### config.mk
export PLATFORM = sky130hd
export DESIGN_NAME = led_pwm_effect_engine
export DESIGN_NICKNAME = d
export VERILOG_FILES = /design/src/rtl/lpe_pkg.sv /design/src/rtl/lpe_chan.sv /design/src/rtl/lpe_obuf.sv /design/src/rtl/led_pwm_effect_engine.sv
export VERILOG_INCLUDE_DIRS = /design/src /design/src/rtl
export SDC_FILE = /design/constraint.sdc
export NUM_CORES = 2
export LEC_CHECK = 0
export BUFFER_PORTS_ARGS = -buffer_cell sky130_fd_sc_hd__buf_2
export CELL_PAD_IN_SITES_DETAIL_PLACEMENT = 1
export CELL_PAD_IN_SITES_GLOBAL_PLACEMENT = 2
export CORE_MARGIN = 3
export CORE_UTILIZATION = 30
export DETAILED_ROUTE_END_ITERATION = 10
export GPL_ROUTABILITY_DRIVEN = 0
export GPL_TIMING_DRIVEN = 0
export PLACE_DENSITY = 0.73
export SLEW_MARGIN = 0
export SYNTH_ARGS = -nofsm -noshare
export SYNTH_HDL_FRONTEND = slang
export SYNTH_SLANG_ARGS = --single-unit
### constraint.sdc
create_clock -name clk -period 21.7 [get_ports clk]
set_clock_uncertainty 0.1 [all_clocks]
set_input_delay 4.34 -clock clk [delete_from_list [all_inputs] [get_ports clk]]
set_output_delay 4.34 -clock clk [all_outputs]
set_load 0.03 [all_outputs]
### src/rtl/led_pwm_effect_engine_defines.svh
// Assertion macros used by the engine's top-level RTL.
// Define NO_ASSERTIONS to drop every check.
`ifndef LED_PWM_EFFECT_ENGINE_DEFINES_SVH
`define LED_PWM_EFFECT_ENGINE_DEFINES_SVH

`ifndef NO_ASSERTIONS

// The consequent must hold in the same cycle as the antecedent.
`define LPE_ASSERT_SAME(label, ante, cons) \
  label: assert property (@(posedge clk) disable iff (!rst_n) (ante) |-> (cons)) \
    else $error("led_pwm_effect_engine: same-cycle check failed");

// The consequent must hold in the cycle after the antecedent.
`define LPE_ASSERT_NEXT(label, ante, cons) \
  label: assert property (@(posedge clk) disable iff (!rst_n) (ante) |=> (cons)) \
    else $error("led_pwm_effect_engine: next-cycle check failed");

`else

`define LPE_ASSERT_SAME(label, ante, cons)
`define LPE_ASSERT_NEXT(label, ante, cons)

`endif

`endif

### src/rtl/lpe_pkg.sv
package lpe_pkg;

  // Brightness is held in at least 18 signed bits and saturates to that range.
  localparam int BRIGHT_BITS = 18;
  localparam int BRIGHT_MAX  = 131071;
  localparam int BRIGHT_MIN  = -131072;

  // Configuration register file.
  localparam int CFG_INDEX_BITS = 3;
  localparam int CFG_DATA_BITS  = 16;

  typedef enum logic [CFG_INDEX_BITS-1:0] {
    REG_PWM_PERIOD   = 3'd0,
    REG_TICK_MS      = 3'd1,
    REG_BREATH_STEP  = 3'd2,
    REG_FLASH_LEVEL  = 3'd3,
    REG_FLASH_GROUPS = 3'd4,
    REG_FLASH_ON_MS  = 3'd5,
    REG_FLASH_OFF_MS = 3'd6,
    REG_FLASH_GAP_MS = 3'd7
  } lpe_reg_t;

  // Per-channel effect modes.
  typedef enum logic [1:0] {
    MODE_OFF     = 2'd0,
    MODE_FULL    = 2'd1,
    MODE_BREATHE = 2'd2,
    MODE_FLASH   = 2'd3
  } lpe_mode_t;

  // Word kinds.
  localparam logic KIND_PWM    = 1'b0;
  localparam logic KIND_EFFECT = 1'b1;

  typedef struct packed {
    logic [7:0]  pwm_period;
    logic [9:0]  tick_ms;
    logic [15:0] breath_step;
    logic [7:0]  flash_level;
    logic [7:0]  flash_groups;
    logic [15:0] flash_on_ms;
    logic [15:0] flash_off_ms;
    logic [15:0] flash_gap_ms;
  } lpe_cfg_t;

  // Control for the channel units on an accepted word.
  typedef struct packed {
    logic fire;    // a word is accepted this cycle
    logic effect;  // the word is an effect tick
    logic clear;   // mode vector changed: clear brightness and flash counters
  } lpe_step_t;

endpackage

### src/rtl/lpe_chan.sv
module lpe_chan import lpe_pkg::*; #(
  parameter int FRACTION_BITS = 8
) (
  input  logic      clk,
  input  logic      rst_n,
  input  lpe_cfg_t  cfg,
  input  lpe_step_t step,
  input  lpe_mode_t mode,
  input  logic [7:0] pwm_count,
  output logic      lit,
  output logic      done
);

  localparam int BW = (FRACTION_BITS + 9 > BRIGHT_BITS) ? FRACTION_BITS + 9 : BRIGHT_BITS;
  localparam int SW = BW + 2;
  localparam logic signed [SW-1:0] SAT_HI = SW'(BRIGHT_MAX);
  localparam logic signed [SW-1:0] SAT_LO = SW'(BRIGHT_MIN);

  logic signed [BW-1:0] bright_r, bright_nxt, bright_cur;
  logic                 fall_r, fall_nxt;
  logic [15:0]          ms_r, ms_nxt, ms_cur, ms_base;
  logic [7:0]           grp_r, grp_nxt, grp_cur;
  logic signed [BW-1:0] top_s, flash_s, level_s;
  logic signed [SW-1:0] up_sum, dn_sum, up_sat, dn_sat;
  logic signed [BW-1:0] up_val, dn_val;
  logic [16:0]          flash_period, ms_sum;

  // Scaled constants for this channel's comparisons.
  assign top_s   = $signed(BW'(cfg.pwm_period) << FRACTION_BITS);
  assign flash_s = $signed(BW'(cfg.flash_level) << FRACTION_BITS);
  assign level_s = $signed(BW'(pwm_count) << FRACTION_BITS);
  assign flash_period = {1'b0, cfg.flash_on_ms} + {1'b0, cfg.flash_off_ms};

  // A change of the mode vector clears everything but the breathing direction.
  assign bright_cur = step.clear ? '0 : bright_r;
  assign ms_cur     = step.clear ? '0 : ms_r;
  assign grp_cur    = step.clear ? '0 : grp_r;

  // Breathing ramp in both directions, saturated to the brightness range.
  assign up_sum = SW'(bright_cur) + $signed(SW'(cfg.breath_step));
  assign dn_sum = SW'(bright_cur) - $signed(SW'(cfg.breath_step));
  assign up_sat = (up_sum > SAT_HI) ? SAT_HI : ((up_sum < SAT_LO) ? SAT_LO : up_sum);
  assign dn_sat = (dn_sum > SAT_HI) ? SAT_HI : ((dn_sum < SAT_LO) ? SAT_LO : dn_sum);
  assign up_val = BW'(up_sat);
  assign dn_val = BW'(dn_sat);

  // Effect update for one effect tick.
  always_comb begin
    bright_nxt = bright_cur;
    fall_nxt   = fall_r;
    ms_nxt     = ms_cur;
    grp_nxt    = grp_cur;
    ms_base    = ms_cur;
    ms_sum     = '0;
    done       = 1'b0;
    case (mode)
      MODE_OFF: begin
        bright_nxt = '0;
      end
      MODE_FULL: begin
        bright_nxt = top_s;
      end
      MODE_BREATHE: begin
        if (!fall_r) begin
          bright_nxt = up_val;
          if (up_val > top_s) begin
            fall_nxt = 1'b1;
          end
        end else begin
          bright_nxt = dn_val;
          if (dn_val < 0) begin
            fall_nxt = 1'b0;
            done     = 1'b1;
          end
        end
      end
      default: begin
        // Flash: groups of on and off time, then a dark gap.
        if (grp_cur < cfg.flash_groups) begin
          if ({1'b0, ms_cur} < {1'b0, cfg.flash_on_ms}) begin
            bright_nxt = flash_s;
          end else if ({1'b0, ms_cur} < flash_period) begin
            bright_nxt = '0;
          end
          if ({1'b0, ms_cur} >= flash_period) begin
            grp_nxt = grp_cur + 8'd1;
            ms_base = '0;
          end
        end else if (ms_cur < cfg.flash_gap_ms) begin
          bright_nxt = '0;
        end else begin
          grp_nxt = '0;
          ms_base = '0;
          done    = 1'b1;
        end
        ms_sum = {1'b0, ms_base} + 17'(cfg.tick_ms);
        ms_nxt = ms_sum[16] ? 16'hFFFF : ms_sum[15:0];
      end
    endcase
  end

  // An effect tick shows the new brightness, a PWM tick the stored one.
  assign lit = step.effect ? (level_s < bright_nxt) : (level_s < bright_r);

  always_ff @(posedge clk) begin
    if (!rst_n) begin
      bright_r <= '0;
      fall_r   <= 1'b0;
      ms_r     <= '0;
      grp_r    <= '0;
    end else if (step.fire && step.effect) begin
      bright_r <= bright_nxt;
      fall_r   <= fall_nxt;
      ms_r     <= ms_nxt;
      grp_r    <= grp_nxt;
    end
  end

endmodule

### src/rtl/lpe_obuf.sv
module lpe_obuf import lpe_pkg::*; #(
  parameter int W = 8
) (
  input  logic         clk,
  input  logic         rst_n,
  input  logic         push,
  input  logic [W-1:0] push_data,
  output logic         full,
  output logic         out_valid,
  output logic [W-1:0] out_data,
  input  logic         out_stall
);

  logic         out_valid_r, out_valid_nxt;
  logic         skid_valid_r, skid_valid_nxt;
  logic [W-1:0] out_data_r, skid_data_r;
  logic         out_free;

  // The output word is free when empty or taken this cycle.
  assign out_free = !out_valid_r || !out_stall;

  always_comb begin
    out_valid_nxt  = out_valid_r;
    skid_valid_nxt = skid_valid_r;
    if (out_free) begin
      out_valid_nxt  = skid_valid_r || push;
      skid_valid_nxt = 1'b0;
    end else if (push) begin
      skid_valid_nxt = 1'b1;
    end
  end

  always_ff @(posedge clk) begin
    if (!rst_n) begin
      out_valid_r  <= 1'b0;
      skid_valid_r <= 1'b0;
    end else begin
      out_valid_r  <= out_valid_nxt;
      skid_valid_r <= skid_valid_nxt;
    end
  end

  // Payload moves: skid to output first, else the new word lands where there is room.
  always_ff @(posedge clk) begin
    if (out_free) begin
      if (skid_valid_r) begin
        out_data_r <= skid_data_r;
      end else if (push) begin
        out_data_r <= push_data;
      end
    end else if (push) begin
      skid_data_r <= push_data;
    end
  end

  assign full      = skid_valid_r;
  assign out_valid = out_valid_r;
  assign out_data  = out_data_r;

endmodule

### src/rtl/led_pwm_effect_engine.sv
// Channel  | Direction | Handshake            | Payload
// in       | input     | in_valid / in_stall  | in_kind, in_channel_modes
// out      | output    | out_valid / out_stall| out_led_on, out_cycle_done
// cfg      | input     | cfg_wr_en            | cfg_index, cfg_wdata
//
// One word is accepted per cycle while in_stall is low; its result is registered in the output buffer.
// Channel state and the PWM counter update at the accepting edge in a single pass.
// A two-entry output buffer (output register plus skid) decouples the sides;
// in_stall rises only once both entries hold words.
// Reset is synchronous, active low, and restores the configuration, the channel state
// and the buffer's valid flags; the buffered payload is not reset.
`include "led_pwm_effect_engine_defines.svh"

module led_pwm_effect_engine import lpe_pkg::*; #(
  parameter int CHANNELS      = 4,
  parameter int FRACTION_BITS = 8
) (
  input  logic                      clk,
  input  logic                      rst_n,
  input  logic                      in_valid,
  output logic                      in_stall,
  input  logic                      in_kind,
  input  logic [2*CHANNELS-1:0]     in_channel_modes,
  output logic                      out_valid,
  input  logic                      out_stall,
  output logic [CHANNELS-1:0]       out_led_on,
  output logic [CHANNELS-1:0]       out_cycle_done,
  input  logic                      cfg_wr_en,
  input  logic [CFG_INDEX_BITS-1:0] cfg_index,
  input  logic [CFG_DATA_BITS-1:0]  cfg_wdata
);

  lpe_cfg_t                cfg_r;
  logic [7:0]              pwm_count_r, pwm_count_nxt;
  logic [8:0]              pwm_inc;
  logic [2*CHANNELS-1:0]   prev_modes_r;
  lpe_step_t               step;
  logic                    in_fire;
  logic [CHANNELS-1:0]     lit, done;
  logic [2*CHANNELS-1:0]   res_word, out_word;

  // Configuration register writes.
  always_ff @(posedge clk) begin
    if (!rst_n) begin
      cfg_r.pwm_period   <= 8'd20;
      cfg_r.tick_ms      <= 10'd50;
      cfg_r.breath_step  <= 16'd256;
      cfg_r.flash_level  <= 8'd16;
      cfg_r.flash_groups <= 8'd2;
      cfg_r.flash_on_ms  <= 16'd100;
      cfg_r.flash_off_ms <= 16'd100;
      cfg_r.flash_gap_ms <= 16'd500;
    end else if (cfg_wr_en) begin
      unique case (lpe_reg_t'(cfg_index))
        REG_PWM_PERIOD:   cfg_r.pwm_period   <= cfg_wdata[7:0];
        REG_TICK_MS:      cfg_r.tick_ms      <= cfg_wdata[9:0];
        REG_BREATH_STEP:  cfg_r.breath_step  <= cfg_wdata;
        REG_FLASH_LEVEL:  cfg_r.flash_level  <= cfg_wdata[7:0];
        REG_FLASH_GROUPS: cfg_r.flash_groups <= cfg_wdata[7:0];
        REG_FLASH_ON_MS:  cfg_r.flash_on_ms  <= cfg_wdata;
        REG_FLASH_OFF_MS: cfg_r.flash_off_ms <= cfg_wdata;
        REG_FLASH_GAP_MS: cfg_r.flash_gap_ms <= cfg_wdata;
        default: ;
      endcase
    end
  end

  // Accepted word and the control it sends to the channels.
  assign in_fire     = in_valid && !in_stall;
  assign step.fire   = in_fire;
  assign step.effect = (in_kind == KIND_EFFECT);
  assign step.clear  = (in_channel_modes != prev_modes_r);

  // Shared PWM counter, wrapping at the period.
  assign pwm_inc       = {1'b0, pwm_count_r} + 9'd1;
  assign pwm_count_nxt = (pwm_inc >= {1'b0, cfg_r.pwm_period}) ? 8'd0 : pwm_inc[7:0];

  always_ff @(posedge clk) begin
    if (!rst_n) begin
      pwm_count_r  <= '0;
      prev_modes_r <= '0;
    end else if (in_fire) begin
      if (in_kind == KIND_PWM) begin
        pwm_count_r <= pwm_count_nxt;
      end else begin
        prev_modes_r <= in_channel_modes;
      end
    end
  end

  // One effect unit per channel.
  for (genvar c = 0; c < CHANNELS; c++) begin : g_chan
    lpe_chan #(
      .FRACTION_BITS (FRACTION_BITS)
    ) u_chan (
      .clk       (clk),
      .rst_n     (rst_n),
      .cfg       (cfg_r),
      .step      (step),
      .mode      (lpe_mode_t'(in_channel_modes[2*c +: 2])),
      .pwm_count (pwm_count_r),
      .lit       (lit[c]),
      .done      (done[c])
    );
  end

  // A PWM tick never reports a finished cycle.
  assign res_word = {lit, step.effect ? done : {CHANNELS{1'b0}}};

  lpe_obuf #(
    .W (2*CHANNELS)
  ) u_obuf (
    .clk       (clk),
    .rst_n     (rst_n),
    .push      (in_fire),
    .push_data (res_word),
    .full      (in_stall),
    .out_valid (out_valid),
    .out_data  (out_word),
    .out_stall (out_stall)
  );

  assign out_led_on     = out_word[2*CHANNELS-1:CHANNELS];
  assign out_cycle_done = out_word[CHANNELS-1:0];

  // A full skid entry always sits behind a valid output word.
  `LPE_ASSERT_SAME(a_skid_behind_out, in_stall, out_valid)
  // Every accepted word leaves a valid output word.
  `LPE_ASSERT_NEXT(a_fire_gives_out, in_fire, out_valid)
  // After a PWM tick the counter is below the period it was compared with.
  `LPE_ASSERT_NEXT(a_pwm_wrap, in_fire && (in_kind == KIND_PWM) && (cfg_r.pwm_period != 8'd0),
                   pwm_count_r < $past(cfg_r.pwm_period))
  // A PWM tick landing in an empty output reports no finished cycles.
  `LPE_ASSERT_NEXT(a_pwm_no_done, in_fire && (in_kind == KIND_PWM) && !out_valid,
                   out_cycle_done == '0)

endmodule
==> flow_summary.html <==
<table>
<tr><th>Metric</th><th>Value</th></tr>
<tr><th colspan="2">CTS</th></tr>
<tr><td>Hold-fix buffers, CTS</td><td>0</td></tr>
<tr><td>Count of H-tree levels built during CTS</td><td>2</td></tr>
<tr><td>Maximum root-to-sink buffer count</td><td>3</td></tr>
<tr><td>Count of buffers added by post-CTS timing repair for setup</td><td>0</td></tr>
<tr><td>Count of instances resized after the clock tree is built</td><td>0</td></tr>
<tr><td>Number of clock buffers inserted by TritonCTS</td><td>40</td></tr>
<tr><td>Clock latency on the worst-skew pair</td><td>620 ps</td></tr>
<tr><td>CTS tree</td><td>built</td></tr>
<tr><td>Root Driver</td><td>sky130_fd_sc_hd__clkbuf_16</td></tr>
<tr><td>Clk sinks</td><td>304</td></tr>
<tr><td>Clock-pin slew of the registers on the worst-case setup and hold paths</td><td>60 ps</td></tr>
<tr><th colspan="2">Hold path</th></tr>
<tr><td>Start point of the worst min-delay path</td><td>g_chan[2].u_chan.ms_r[10]$_SDFFE_PN0P_</td></tr>
<tr><td>Tightest Hold Check Type</td><td>flip-flop to flip-flop</td></tr>
<tr><td>Capture endpoint of the worst hold path</td><td>g_chan[2].u_chan.ms_r[10]$_SDFFE_PN0P_</td></tr>
<tr><td>Instance count along the most critical hold path</td><td>2</td></tr>
<tr><th colspan="2">Logic synthesis</th></tr>
<tr><td>Share of synthesized area occupied by flip-flops and latches</td><td>0.182</td></tr>
<tr><td>Count of unique library cells instantiated by Yosys</td><td>119</td></tr>
<tr><td>Post-synthesis async set-or-reset flop share</td><td>0</td></tr>
<tr><td>Warnings from Yosys</td><td>0</td></tr>
<tr><td>Register bit count reported by yosys</td><td>304</td></tr>
<tr><td>Post-synth top area cell</td><td>sky130_fd_sc_hd__ha_1</td></tr>
<tr><td>Share of the synthesized area in the top cell type</td><td>0.178</td></tr>
<tr><td>Cells taking the most area after synthesis</td><td>sky130_fd_sc_hd__ha_1 18%, sky130_fd_sc_hd__dfxtp_1 17%, sky130_fd_sc_hd__a21oi_1 7.5%</td></tr>
<tr><td>Number of standard cells after synthesis</td><td>4696</td></tr>
<tr><td>Net count after synthesis</td><td>5229</td></tr>
<tr><td>Library cell with the highest instance count after synthesis</td><td>sky130_fd_sc_hd__nand2_1</td></tr>
<tr><td>Top_reg_cell synth</td><td>sky130_fd_sc_hd__dfxtp_1</td></tr>
<tr><td>Synth cell count leaders</td><td>560 x sky130_fd_sc_hd__nand2_1, 514 x sky130_fd_sc_hd__a21oi_1, 487 x sky130_fd_sc_hd__ha_1</td></tr>
<tr><td>Mean area per synthesized cell</td><td>7.30 sq um</td></tr>
<tr><td>Number of enable-type register cells in the synthesized netlist</td><td>16</td></tr>
<tr><td>Synthesized area</td><td>34300 sq um</td></tr>
<tr><th colspan="2">Floorplanning</th></tr>
<tr><td>I/O pin cnt</td><td>43</td></tr>
<tr><td>Die footprint</td><td>118000 sq um</td></tr>
<tr><td>Die X</td><td>344 um</td></tr>
<tr><td>Die Y</td><td>344 um</td></tr>
<tr><td>Effective utilization at floorplan</td><td>0.304</td></tr>
<tr><td>Core outline area</td><td>113000 sq um</td></tr>
<tr><td>Placement row count</td><td>123</td></tr>
<tr><th colspan="2">Detailed routing</th></tr>
<tr><td>Post-Route WL</td><td>194000 um</td></tr>
<tr><td>Antenna-violating nets left</td><td>0</td></tr>
<tr><td>Number of vias in the routed layout</td><td>38.6k</td></tr>
<tr><td>Avg Vias per Cell</td><td>6.13</td></tr>
<tr><td>Drt drc</td><td>0</td></tr>
<tr><td>DRC violation total after the first TritonRoute iteration</td><td>3728</td></tr>
<tr><td>Average wire per standard cell</td><td>30.8 um</td></tr>
<tr><td>First-pass iteration count of the detailed router</td><td>6</td></tr>
<tr><th colspan="2">Setup path</th></tr>
<tr><td>Slowest cell delay on critical path</td><td>970 ps</td></tr>
<tr><td>Cell count of the worst reg-to-reg path</td><td>37</td></tr>
<tr><td>Largest fanout on the critical path</td><td>10</td></tr>
<tr><td>WS Path Type</td><td>input port to flip-flop</td></tr>
<tr><td>Launching instance or port of the critical path</td><td>in_channel_modes[6]</td></tr>
<tr><td>Most common cell on crit path</td><td>sky130_fd_sc_hd__buf_2</td></tr>
<tr><td>Sort of element at the start of the critical path</td><td>input port</td></tr>
<tr><td>Required time of the worst setup path</td><td>22080 ps</td></tr>
<tr><td>Start of the worst register-to-register path</td><td>prev_modes_r[6]$_SDFFE_PN0P_</td></tr>
<tr><td>Reg-to-Reg End</td><td>g_chan[0].u_chan.ms_r[1]$_SDFFE_PN0P_</td></tr>
<tr><td>Reg2reg setup slack</td><td>8490 ps</td></tr>
<tr><td>Arrival time of the worst setup path</td><td>17210 ps</td></tr>
<tr><td>Cell with the biggest individual delay on the critical path</td><td>sky130_fd_sc_hd__a21oi_1</td></tr>
<tr><td>Worst Setup End Kind</td><td>flip-flop</td></tr>
<tr><th colspan="2">Placed design</th></tr>
<tr><td>Count of buffers inserted at the top-level ports</td><td>28</td></tr>
<tr><td>Final HPWL DP</td><td>153000 um</td></tr>
<tr><th colspan="2">Power</th></tr>
<tr><td>Reported leakage power</td><td>16.0 nW</td></tr>
<tr><td>Peak supply drop</td><td>0.0000594 V</td></tr>
<tr><td>Power per cell area</td><td>43.7 nW/um^2</td></tr>
<tr><th colspan="2">Timing</th></tr>
<tr><td>Fin Setup TNS</td><td>0 ps</td></tr>
<tr><td>Endpoints failing hold</td><td>0</td></tr>
<tr><td>Final clock period utilization by the worst path</td><td>0.776</td></tr>
<tr><td>RSZ-0062 raised after global routing</td><td>false</td></tr>
<tr><td>Final Max Slew Viols</td><td>0</td></tr>
<tr><td>Min Tclk post-route</td><td>16830 ps</td></tr>
<tr><td>Achievable Freq</td><td>59.4 MHz</td></tr>
<tr><td>Slew at the pin closest to its max-slew limit</td><td>1480 ps</td></tr>
<tr><td>Count of endpoints failing setup in the final report</td><td>0</td></tr>
<tr><td>Relative slew margins</td><td>0.00162</td></tr>
<tr><td>Worst hold slack</td><td>349 ps</td></tr>
<tr><th colspan="2">GRT</th></tr>
<tr><td>Largest net degree at the start of global routing</td><td>14</td></tr>
<tr><td>Total routing resource utilization after global routing</td><td>0.317</td></tr>
<tr><td>Vias in the first global route</td><td>37.8k</td></tr>
<tr><td>Overflow left after global routing</td><td>0</td></tr>
<tr><td>Number of antenna violations at the first check in global routing</td><td>10</td></tr>
<tr><td>Global-route wire length before repair</td><td>274000 um</td></tr>
<tr><th colspan="2">Finish</th></tr>
<tr><td>Layout cell share with drive strength beyond 1</td><td>0.0506</td></tr>
<tr><td>Syn-to-layout area delta</td><td>10.2%</td></tr>
<tr><td>Post-layout utilization of the core</td><td>0.334</td></tr>
<tr><td>Post-layout net count</td><td>5303</td></tr>
<tr><th colspan="2">Run status</th></tr>
<tr><td>Run status</td><td>complete, but fails checks</td></tr>
<tr><td>Violations in the final reports</td><td>max-capacitance violations</td></tr>
<tr><th colspan="2">Flow run</th></tr>
<tr><td>Number of max-cap violations</td><td>2</td></tr>
</table>
## cells in the final DEF, fill, tap and decap left out, drive strengths merged, types with 26 or more instances in the layout
cell type,count
a31oi,68
clkbuf,244
nand3,108
ha,487
and2,49
buf,97
a211oi,64
nor2,405
a21oi,515
xnor2,143
xor2,35
and3,124
o22ai,26
o31ai,33
nor4,33
o21bai,41
nor3,122
nand4,65
a22oi,45
nand2b,46
a221oi,53
o21a,35
nor2b,50
o211ai,44
o21ai,295
dfxtp,288
a21o,100
inv,254
nand2,561
## sequential cells by signal, summed over array words and instances, names as in the netlist, 4 cells and up
register                count
g_chan.u_chan.ms_r         64
cfg_r                      98
pwm_count_r                 8
u_obuf.skid_data_r          8
prev_modes_r                8
g_chan.u_chan.bright_r     72
g_chan.u_chan.grp_r        32
u_obuf.out_data             8
g_chan.u_chan.fall_r        4
## how the worst max path moves through the flow
stage	to	slack, ps
after detailed placement	g_chan[0].u_chan.ms_r[1]$_SDFFE_PN0P_	4260
after CTS	g_chan[0].u_chan.ms_r[1]$_SDFFE_PN0P_	4910
final	g_chan[0].u_chan.ms_r[1]$_SDFFE_PN0P_	4870
after global routing	g_chan[3].u_chan.ms_r[4]$_SDFFE_PN0P_	4840
after global placement	g_chan[0].u_chan.ms_r[1]$_SDFFE_PN0P_	4440
after floorplan	g_chan[0].u_chan.ms_r[1]$_SDFFE_PN0P_	9930
## metal layers
metal  share of wire  track usage  wire length, um  vias to the layer above
met1            0.43        0.418            83900                    19300
met2            0.42        0.485            82200                     1595
met3           0.077       0.0579            14900                      405
met4           0.067        0.181            13100                        4
met5         0.00013            0               26                        -
li1                -            -                -                    17400
## power by group
| group | internal (mW) | leakage [nW] | switching, mW | total, mW |
|---|---|---|---|---|
| Sequential | 0.579 | 2.49 | 0.0221 | 0.601 |
| Clock | 0.415 | 0.683 | 0.314 | 0.730 |
| Combinational | 0.0895 | 12.9 | 0.229 | 0.318 |
## critical path: cells and delay by family
family,cells,cell delay [ps]
buffers and inverters,12,5410
and+or+nand+nor,11,3140
AOI/OAI and AO/OA,11,3130
adders and majority gates,3,770
xor gates and xnor gates,1,330
## area by class of cell
class	count	area, sq um
diodes	5	12.5
plain buffers	251	1060
clock buffers	58	1170
clock inverters	15	209
fillers	14100	75200
inverters	253	950
multi-input cells	3888	26100
flip-flops and latches	304	6250
well taps	1500	1880
repair buffers	32	193
## through the flow
stage                     std cells  total power, mW  setup slack, ps  instance area [sq um]
after floorplan                4696            0.784             9930                  34300
after global placement         6224            0.914             4440                  36300
after detailed placement       6227            0.918             4260                  36400
after CTS                      6300             1.65             4910                  37700
after global routing           6301             1.69             4840                  37800
final                          6306             1.65             4870                  37800
## cell families after synthesis
logic type / synth area share
multiplexers: 0.00343
flip-flops: 0.182
adder cells (fa/ha/maj): 0.188
AND/OR/NAND/NOR: 0.226
buffers and inverters: 0.0586
AO/OA/AOI/OAI: 0.295
XOR/XNOR: 0.0461
Note: power is estimated with default switching activity, not from simulation.
